## config.mk

```make
export PLATFORM = sky130hd
export DESIGN_NAME = ppr_norm
export DESIGN_NICKNAME = d
export VERILOG_FILES = /design/src/hw/rtl/ppr_pkg.sv /design/src/hw/rtl/ppr_norm.sv
export SDC_FILE = /design/constraint.sdc
export NUM_CORES = 1
export LEC_CHECK = 0
export BUFFER_PORTS_ARGS = -buffer_cell sky130_fd_sc_hd__buf_2
export CELL_PAD_IN_SITES_DETAIL_PLACEMENT = 1
export CELL_PAD_IN_SITES_GLOBAL_PLACEMENT = 2
export CORE_MARGIN = 3
export CORE_UTILIZATION = 36
export CTS_BUF_LIST = sky130_fd_sc_hd__clkbuf_4 sky130_fd_sc_hd__clkbuf_8 sky130_fd_sc_hd__clkbuf_16
export CTS_CLUSTER_DIAMETER = 150
export DETAILED_ROUTE_END_ITERATION = 10
export PLACE_DENSITY_LB_ADDON = 0.1
export SYNTH_ARGS = -nofsm -noshare
export SYNTH_HDL_FRONTEND = slang
export SYNTH_SLANG_ARGS = --single-unit
export TNS_END_PERCENT = 5
```

## constraint.sdc

```tcl
create_clock -name clk -period 5.64 [get_ports clk]
set_clock_uncertainty 0.05 [all_clocks]
set_input_delay 0.282 -clock clk [delete_from_list [all_inputs] [get_ports clk]]
set_output_delay 0.282 -clock clk [all_outputs]
set_load 0.05 [all_outputs]
```

## src/hw/rtl/ppr_pkg.sv

```systemverilog
// Shared types and constants for the point projection pipeline.
`default_nettype none
package ppr_pkg;

    localparam int COORD_W = 32;
    localparam int QBITS = 21;
    localparam int DXY_W = 22;
    localparam int DIV_LAT = QBITS + 2;
    localparam int COEF_W = 18;
    localparam int CFG_W = 24;
    localparam int PIX_U_W = 11;
    localparam int PIX_V_W = 10;
    localparam int NORM_W = 17;

    localparam logic [2:0] CFG_K1 = 3'd0;
    localparam logic [2:0] CFG_K2 = 3'd1;
    localparam logic [2:0] CFG_K3 = 3'd2;
    localparam logic [2:0] CFG_FX = 3'd3;
    localparam logic [2:0] CFG_FY = 3'd4;
    localparam logic [2:0] CFG_CX = 3'd5;
    localparam logic [2:0] CFG_CY = 3'd6;

    typedef struct packed {
        logic signed [COORD_W-1:0] depth;
        logic                      last;
        logic                      invalid;
    } side_t;

endpackage
`default_nettype wire

```

## src/hw/rtl/ppr_norm.sv

```systemverilog
// Two-stage normalizer forming floor(2*pix*65536/SIZE) - 65536 by reciprocal multiply.
`default_nettype none
module ppr_norm #(
    parameter int SIZE = 1280
) (
    input  logic                                    clk,
    input  logic [$clog2(SIZE)-1:0]                 pix,
    output logic signed [ppr_pkg::NORM_W-1:0]       norm
);
    import ppr_pkg::*;

    localparam int PW = $clog2(SIZE);
    localparam int PRW = PW + 27;
    localparam int RECIP = (2 ** 30) / SIZE;
    localparam int NW = 31;

    logic [PRW-1:0]   prod_reg;
    logic [PW-1:0]    pix_reg;
    logic [17:0]      q_est;
    logic [NW-1:0]    qw;
    logic [NW-1:0]    rem;
    logic [17:0]      q;
    logic signed [NORM_W-1:0] norm_next;
    logic signed [NORM_W-1:0] norm_reg;

    always_comb
    begin
        q_est = prod_reg[30:13];
        qw = NW'(q_est) * NW'(SIZE);
        rem = NW'({pix_reg, 17'b0}) - qw;
        q = q_est + 18'(rem >= NW'(SIZE));
        norm_next = $signed(NORM_W'(q - 18'd65536));
    end

    always_ff @(posedge clk)
    begin
        prod_reg <= PRW'(pix) * PRW'(RECIP);
        pix_reg  <= pix;
        norm_reg <= norm_next;
    end

    assign norm = norm_reg;

endmodule
`default_nettype wire
```

======== Word level (Yosys, flattened, before mapping) ========
Index checks and enable logic that the tools add are counted.
word-level totals
  memory bits (read-only) ................. 0
  register bits after elaboration ......... 57
  latch bits .............................. 0
  word-level logic and storage cells ...... 9
  memory bits (writable) .................. 0
  memories ................................ 0
  bits of input ports ..................... 12
cells by class
  add/sub/neg operators ................... 3
  mux-type cells .......................... 0
  reductions and logical operators ........ 0
  shift-type cells ........................ 0
  div/mod/pow operators ................... 0
  bitwise logic cells ..................... 0
  magnitude comparators ................... 1
  multipliers ............................. 2
  equality and inequality tests ........... 0
operators by type and width
  kind                      count
  $ge A31 B11 Y1 const B    1
  $sub A28 B29 Y30          1
  $mul A11 B18 Y29 const B  1
  $mul A18 B3 Y21 const B   1
  $add A17 B1 Y17           1
  $sub A17 B17 Y17 const B  1

======== Depth between registers and ports, before layout ========
Gate-level depths: netlist of the first run.
  depth after elaboration ................. 5
  depth in mapped cells ................... 31
  depth with buffers taken out ............ 30

======== Worst setup path after synthesis of the first run ========
No wires, ideal clock.
  path type ............................... reg-to-reg
  start ................................... register prod_reg[14]
  end ..................................... register norm_reg[16], in the netlist norm[16]
  cell stages (with the launch flop) ...... 31
  arrival time ............................ 5.399 ns
  data required time ...................... 5.518 ns
  slack ................................... 0.119 ns
  buffers on the path ..................... 1
  period minus slack after synthesis ...... 5.521 ns
  cell sequence ........................... dfxtp_1 > ha_1 > ha_1 > inv_1 > fa_1 > nand2b_1 > a21oi_2 > a21o_1 > a31o_2 > nand4_1 > a31oi_1 > a21o_1 > a21oi_1 > xor2_1 > ha_1 > clkbuf_8 > a221oi_1 > a21oi_1 > nor4_1 > o2111ai_1 > a2111oi_2 > o221ai_1 > a211o_1 > nor4_2 > nand3_1 > ha_1 > ha_1 > inv_1 > nor2_1 > nand4_1 > xor2_1
on the way
  cells in the longest elaborated chain, start to end .. 5
ends and longest elaborated chain
  element                  RTL line        source
  start, declared          ppr_norm.sv:17  logic [PRW-1:0] prod_reg;
  start signal, assigned   ppr_norm.sv:37  prod_reg <= PRW'(pix) * PRW'(RECIP);
  $mul A18 B3 Y21          ppr_norm.sv:29  qw = NW'(q_est) * NW'(SIZE);
  $sub A28 B29 Y30         ppr_norm.sv:30  rem = NW'({pix_reg, 17'b0}) - qw;
  $ge A31 B11 Y1           ppr_norm.sv:31  q = q_est + 18'(rem >= NW'(SIZE));
  $add A17 B1 Y17 *        ppr_norm.sv:31
  $sub A17 B17 Y17 *       ppr_norm.sv:32  norm_next = $signed(NORM_W'(q - 18'd65536));
  named net norm_next[16]  ppr_norm.sv:23  logic signed [NORM_W-1:0] norm_next;
  end signal, assigned     ppr_norm.sv:39  norm_reg <= norm_next;
  end, declared            ppr_norm.sv:24  logic signed [NORM_W-1:0] norm_reg;
Mark *: on every way through the listed nets, which the timed path passes. The rest lies on a longest branch.

======== Worst setup path in the final report of the first run ========
  start ................................... register prod_reg[16]
  end ..................................... register norm_reg[16], in the netlist norm[16]
Same word-level chain as after synthesis.

==> flow_summary.toml, run 1 <==
[cts]
clk_root_buffer_cell = "clkbuf_16"
cts_buffers = 5
ctsHoldBuffers = 0
htree_levels = 2
cts_tree = "done"
numClockSinks = 46
clockBufferDepth = 2
clk_latency_ns = 0.29
cts.clk_slew.worst_paths_ns = 0.06

[synthesis]
syn_inst = 528
synth_top_area_share_pct = 27.22
synth_edf_count = 0
synth_ff_type = "dfxtp_1"
syn_area_per_cell_um2 = 9.491
yosys_register_bits = 46
yosysSeqAreaShare_pct = 18.38
netlist_area_mm2 = 0.005011
synth_area_leader_cell = "ha_1"
synthArstFlopShare_pct = 0
synth_cell_types = 73
synth_fp_nets = 676
yosys-top-cells-area = "ha_1, dfxtp_1, fa_1, xnor2_1, inv_1"
synth_warnings = 0

[finish]
drive_gt1_share_pct = 25.08
layout_commonest_cell = "ha_1"
layout.area.seq_um2 = 929.6
final_cell_mix = "ha_1, buf_4, inv_1, dfxtp_1, buf_2"
area.growth.synth_to_final_pct = 23.50
fillCellCount = 1582
finalInstanceArea_mm2 = 0.006188
largest_reg_flops = 18
multi_input_area_mm2 = 0.004064
fin_nets = 765
diodes = 0

[placement]
port_buffers = 28
hpwl_um = 12190
gp_congestion = 0.8353
placed_cell_area_mm2 = 0.005718

[route]
ant_nets = 0
wl_per_cell_um = 17.79
vias = 4172
avgViaCountPerCell = 5.254
wirelength_um = 14130
drtIter0Drc = 134
drc = 0
first_pass_iters = 4

[floorplan]
core_mm2 = 0.01345
dieArea_mm2 = 0.01537
die_h_um = 124.0
die_w_um = 124.0
rows = 42
pin_count = 29
start_util_pct = 37.25

[critical_path]
cp-startpoint = "prod_reg[16]"
crit_buf_inv = 2
rr_startpoint = "prod_reg[16]"
regToRegSetupSlack_ns = -0.09
crit_family = "compound AO/OA/AOI/OAI gates"
endpoint = "norm[16]"
crit_slowest_cell = "dfxtp_4"
critPathRequiredTime_ns = 5.81
crit_fanout = 6
cp.depth = 28
slowest_delay_ns = 0.36
crit_arrival_ns = 5.91
critPathMostFrequentCell = "ha_4"
path_class = "flip-flop to flip-flop"
end_kind = "flip-flop"
crit_path_start_kind = "flip-flop"
ff2ff_path_depth = 28
timing.rr.end = "norm[16]"

[job]
drv_cap = 0

[global_routing]
antenna_found_initial = 0
grt_pass1_wl_um = 23010
grtUsageTotal_pct = 19.13
grt_pass1_vias = 4582
grt_max_degree = 15
grt.overflow.total = 0

[status]
failed_checks = "negative setup slack"
outcome = "complete, but fails checks"

[timing]
min_period_over_period_pct = 101.7
drv_slew = 0
relSlewSlack_pct = 65.59
clock.fmax_mhz = 174.4
min_period_ns = 5.735
hold_violations = 0
worst_pin_slew_ns = 0.5162
finalSetupViolCount = 14
rsz0062_at_grt = "yes"
fin_ws_ns = -0.09498

[worst_hold_path]
hp-class = "primary input to flip-flop"
[cell usage after synthesis, types with 10 or more instances]
cell     number
a21o_1       15
a21oi_1      26
dfxtp_1      46
fa_1         27
ha_1        109
inv_1        52
nand2_1      21
nand3_1      18
nand4_1      10
nor2_1       26
nor3_1       16
o21ai_0      13
xnor2_1      25
xor2_1       19
[routing by layer]
| layer | part of all wire, % | global-route usage [%] | wire [um] |
|---|---|---|---|
| met3 | 1.1 | 1.226 | 159 |
| met5 | 0 | 0 | 0 |
| met1 | 42 | 22.58 | 5923 |
| met4 | 1.1 | 3.765 | 158 |
| met2 | 56 | 37.75 | 7883 |
[layout make-up]
type                       instances  area share, %
clock buffer                       7          2.467
multi-input combinational        421          65.67
clock inverter                     1         0.1415
inverter                          54          3.296
tap                              176          3.558
sequential                        46          15.02
timing repair buffer              89          9.846
[metrics by stage]
step	hold slack, ns	util [%]	setup TNS (ns)	instances	worst slack [ns]
after floorplan	0.2597	-	0	528	0.1193
after global placement	0.3943	42.50	-2.134	778	-0.2054
final	0.1015	46.00	-0.9468	794	-0.09498
after CTS	0.09243	45.59	-0.9186	793	-0.09904
after detailed placement	0.3956	42.50	-5.025	778	-0.4063
after global routing	0.09996	46.00	-6.872	794	-0.4957
[logic make-up after synthesis]
logic type	synth area share [%]
adder cells (fa/ha/maj)	38.00
buffers and inverters	5.093
AO/OA/AOI/OAI	17.38
flip-flops	18.38
XOR/XNOR	7.690
multiplexers	0.8240
AND/OR/NAND/NOR	12.63
[worst min path at each step]
stage	startpoint	endpoint	cells after the start
after floorplan	pix[0]	pix_reg[0]	0
after global placement	pix[4]	pix_reg[4]	1
after detailed placement	pix[7]	pix_reg[7]	1
after CTS	pix[7]	pix_reg[7]	1
after global routing	pix[7]	pix_reg[7]	1
final	pix[7]	pix_reg[7]	1
[timing repair]
item / CTS / global route
resized for setup: 40 / 9
cloned: 0 / 0
endpoints found under the setup margin: 16 / 17
buffers inserted: 7 / 1
pin swaps: 39 / 17
Power of run 1 is not shown: default switching activity piles up to over one toggle a cycle in this logic, so the estimate is an artifact.
==> run 2, diff against run 1 <==
CORE_UTILIZATION = 40   (was 36)
clock period = 5.3 ns   (was 5.64 ns; I/O delays follow)
==> run 2 against run 1 <==
  * Routed wire length up 1.4%
  * Non-clock buffer count rose by 32
  * Worst setup slack got worse by 0.083 ns
  * Hold slack worse by 0.0073 ns
  * Via count increased by 3.7%
  * Cell count increased by 2.9%
  * Sequential cell count is the same
  * Count of clock-buffer cells in the layout unchanged
  * The flow still finishes with violations (negative setup slack)
==> flow_summary.toml, run 2 (synthesis results as in run 1) <==
[cts]
clk_latency_ns = 0.28
cts.clk_slew.worst_paths_ns = 0.06
cts_tree = "done"
htree_levels = 2
clk_root_buffer_cell = "clkbuf_16"
cts_buffers = 5
numClockSinks = 46
clockBufferDepth = 2

[timing]
drv_slew = 0
min_period_over_period_pct = 103.4
relSlewSlack_pct = 63.74
rsz0062_at_grt = "yes"
min_period_ns = 5.478
fin_setup_tns_ns = -1.873
worst_pin_slew_ns = 0.5440
finalSetupViolCount = 14
hold_violations = 0
clock.fmax_mhz = 182.5
fin_ws_ns = -0.1781

[critical_path]
rr_startpoint = "prod_reg[16]"
endpoint = "norm[12]"
crit_buf_inv = 3
end_kind = "flip-flop"
crit_arrival_ns = 5.63
critPathMostFrequentCell = "ha_4"
path_class = "flip-flop to flip-flop"
cp-startpoint = "prod_reg[16]"
cp.depth = 29
crit_path_start_kind = "flip-flop"
critPathRequiredTime_ns = 5.45
regToRegSetupSlack_ns = -0.18
timing.rr.end = "norm[12]"
ff2ff_path_depth = 29
crit_slowest_cell = "dfxtp_4"
crit_family = "compound AO/OA/AOI/OAI gates"
slowest_delay_ns = 0.35
crit_fanout = 6

[placement]
hpwl_um = 12380
port_buffers = 28
dp.cells = 803
gp_congestion = 0.8433

[global_routing]
grt_max_degree = 13
grt.overflow.total = 0
grtUsageTotal_pct = 20.77
grt_pass1_wl_um = 23450
antenna_found_initial = 0
grt_pass1_vias = 4838

[floorplan]
dieArea_mm2 = 0.01391
die_w_um = 117.9
rows = 40
pin_count = 29
core_mm2 = 0.01211
start_util_pct = 41.37
die_h_um = 117.9

[route]
wl_per_cell_um = 17.53
ant_nets = 0
drtIter0Drc = 124
avgViaCountPerCell = 5.297
vias = 4328
drc = 0
first_pass_iters = 4
wirelength_um = 14330

[finish]
final_cell_mix = "ha_1, buf_4, inv_1, dfxtp_1, buf_2"
instances_no_fill = 817
largest_reg_flops = 18
area.growth.synth_to_final_pct = 28.89
layout_commonest_cell = "ha_1"
final_util_pct = 53.33
drive_gt1_share_pct = 30.20
fin_nets = 797
diodes = 0

[status]
failed_checks = "negative setup slack"
outcome = "complete, but fails checks"

[worst_hold_path]
hp-class = "primary input to flip-flop"

[job]
drv_cap = 0
## run 2: layer usage
metal / vias up / track usage [%] / wire length [um]
met4: 0 / 8.425 / 531
met2: 46 / 40.32 / 7884
met1: 2092 / 23.27 / 5793
li1: 2157 / - / -
met3: 33 / 1.394 / 116
met5: - / 0 / 0
## run 2: worst reg2reg max path, delay by kind of cell (launching register included)
kind | cells | cell delay (ns)
buffers and inverters | 3 | 0.21
DFF | 1 | 0.35
xor gates and xnor gates | 2 | 0.21
AOI/OAI and AO/OA | 11 | 2.11
and+or+nand+nor | 7 | 1.06
adders and majority gates | 6 | 1.39
## run 2: final cells by class
type,instances,area (um2)
Clock buffer,7,140.1
Fill cell,1422,5653
Inverter,54,206.4
Multi-Input combinational cell,421,4120
Sequential cell,46,932.1
Tap cell,168,210.2
Timing Repair Buffer,121,849.6
## run 2: timing repair
action / CTS / global route
endpoints found under the hold margin: 0 / 0
hold buffers: 0 / 0
pin swaps: 31 / 40
buffers inserted: 4 / 4
gates resized for setup: 30 / 21
endpoints found under the setup margin: 17 / 19
## run 2: metrics by stage
step | cell area [um2] | setup WS (ns) | hold slack [ns]
after detailed placement | 5986 | -0.5109 | 0.3774
after global placement | 5986 | -0.3643 | 0.3702
after floorplan | 5041 | 0.02572 | 0.2427
after global routing | 6459 | -0.5709 | 0.08470
final | 6459 | -0.1781 | 0.09423
after CTS | 6320 | -0.3139 | 0.08285
## run 2: worst min path at each step
stage,from,endpoint,slack (ns),cells after the start
3_5_place_dp,pix[7],pix_reg[7],0.38,1
3_3_place_gp,pix[8],pix_reg[8],0.37,1
4_1_cts,pix[7],pix_reg[7],0.08,1
6_report,pix[8],pix_reg[8],0.09,1
2_1_floorplan,pix[0],pix_reg[0],0.24,0
5_1_grt,pix[7],pix_reg[7],0.08,1
Power of run 2 is left out for the same reason.
==> run 3, diff against run 2 <==
BUFFER_PORTS_ARGS = -buffer_cell sky130_fd_sc_hd__buf_4   (was -buffer_cell sky130_fd_sc_hd__buf_2)
==> run 3 against run 2 <==
  * The run still ends with negative setup slack left
  * Core utilization shrank 1.4 points
  * Fmax shrank 2.1%
  * Cell count shrank 1.3%
  * Highest routed layer unchanged
==> flow_summary.toml, run 3 (synthesis results as in run 1) <==
[status]
outcome = "complete, but fails checks"
failed_checks = "negative setup slack"

[critical_path]
crit_path_start_kind = "flip-flop"
critPathRequiredTime_ns = 5.46
crit_slowest_cell = "ha_1"
end_kind = "flip-flop"
critPathMostFrequentCell = "ha_2"
crit_fanout = 6
crit_arrival_ns = 5.75
path_class = "flip-flop to flip-flop"
slowest_delay_ns = 0.39

[placement]
port_buffers = 28
hpwl_um = 12270
dp_slack_ns = -0.4072
gp_congestion = 0.9193

[global_routing]
grtUsageTotal_pct = 20.73
grt_pass1_wl_um = 23340
antenna_found_initial = 0
grt_pass1_vias = 4701
grt_max_degree = 14
grt.overflow.total = 0

[route]
wirelength_um = 13910
ant_nets = 0
drc = 0
wl_per_cell_um = 17.26
drtIter0Drc = 136
avgViaCountPerCell = 5.262
first_pass_iters = 4
vias = 4241

[cts]
ctsHoldBuffers = 0
cts.clk_slew.worst_paths_ns = 0.06
cts_tree = "done"
clockBufferDepth = 2
cts_buffers = 5
numClockSinks = 46
clk_latency_ns = 0.28
clk_root_buffer_cell = "clkbuf_16"
htree_levels = 2

[finish]
diodes = 0
fin_nets = 785
largest_reg_flops = 18
fillCellCount = 1426
layout_commonest_cell = "buf_4"
final_cell_mix = "buf_4, ha_1, inv_1, dfxtp_1"
area.growth.synth_to_final_pct = 25.62
drive_gt1_share_pct = 26.49

[timing]
clock.fmax_mhz = 178.7
rsz0062_at_grt = "yes"
finalSetupViolCount = 15
worst_pin_slew_ns = 0.5780
drv_slew = 0
fin_ws_ns = -0.2967
min_period_ns = 5.597
hold_violations = 0
relSlewSlack_pct = 61.47
hold-worst-slack_ns = 0.06909
fin_setup_tns_ns = -2.793
min_period_over_period_pct = 105.6

[worst_hold_path]
hp-class = "primary input to flip-flop"

[job]
drv_cap = 0

[floorplan]
core_mm2 = 0.01211
pin_count = 29
dieArea_mm2 = 0.01391
rows = 40
start_util_pct = 41.37
die_w_um = 117.9
die_h_um = 117.9
run 3: cell count changes in the layout (fill, tap and decap cells not counted), moves of 4 or more:
cell	delta
xnor2_1	+4
ha_4	-7
buf_4	+19
buf_2	-28
ha_1	+4
xnor2_2	-4
run 3: layer usage:
layer	routed length, um	vias to the layer above	track usage (%)
met5	0	-	0
met2	7526	41	40.06
met4	459	0	7.839
li1	-	2132	-
met3	134	21	1.105
met1	5788	2047	23.78
run 3: cell type report:
cell class	count	area, um2	area share, %
inverters	54	203.9	3.240
flip-flops and latches	46	927.1	14.73
clock buffers	7	140.1	2.226
well taps	168	210.2	3.339
multi-input cells	421	3965	62.99
repair buffers	109	818.3	13.00
clock inverters	1	30.03	0.4770
run 3: worst max-delay path: cells and delay by family (launching register included):
family / cells / cell delay (ns)
AOI/OAI and AO/OA: 9 / 1.59
adders and majority gates: 6 / 1.54
and+or+nand+nor: 9 / 1.30
buffers and inverters: 4 / 0.42
DFF: 1 / 0.35
xor gates and xnor gates: 2 / 0.27
run 3: metrics by stage:
| stage | util (%) | area (um2) | std cells |
|---|---|---|---|
| floorplan | - | 5041 | 528 |
| global placement | 49.63 | 6011 | 797 |
| detailed placement | 49.63 | 6011 | 797 |
| CTS | 51.52 | 6240 | 806 |
| global route | 51.97 | 6295 | 806 |
| finish | 51.97 | 6295 | 806 |
run 3: repair_timing:
action,CTS,global route
cloned,0,0
setup endpoints to repair,16,19
buffers inserted,1,0
resized for setup,9,13
pin swaps,8,3
run 3: final timing paths:
| path | endpoint | startpoint | cells after the start | slack [ns] |
|---|---|---|---|---|
| worst max-delay path | norm[16] | prod_reg[16] | 30 | -0.30 |
| worst min-delay path | pix_reg[4] | pix[4] | 1 | 0.07 |
| worst max register to register | norm[16] | prod_reg[16] | 30 | -0.30 |
| worst min register to register | norm[16] | prod_reg[29] | 1 | 0.48 |
Power of run 3 is left out for the same reason.
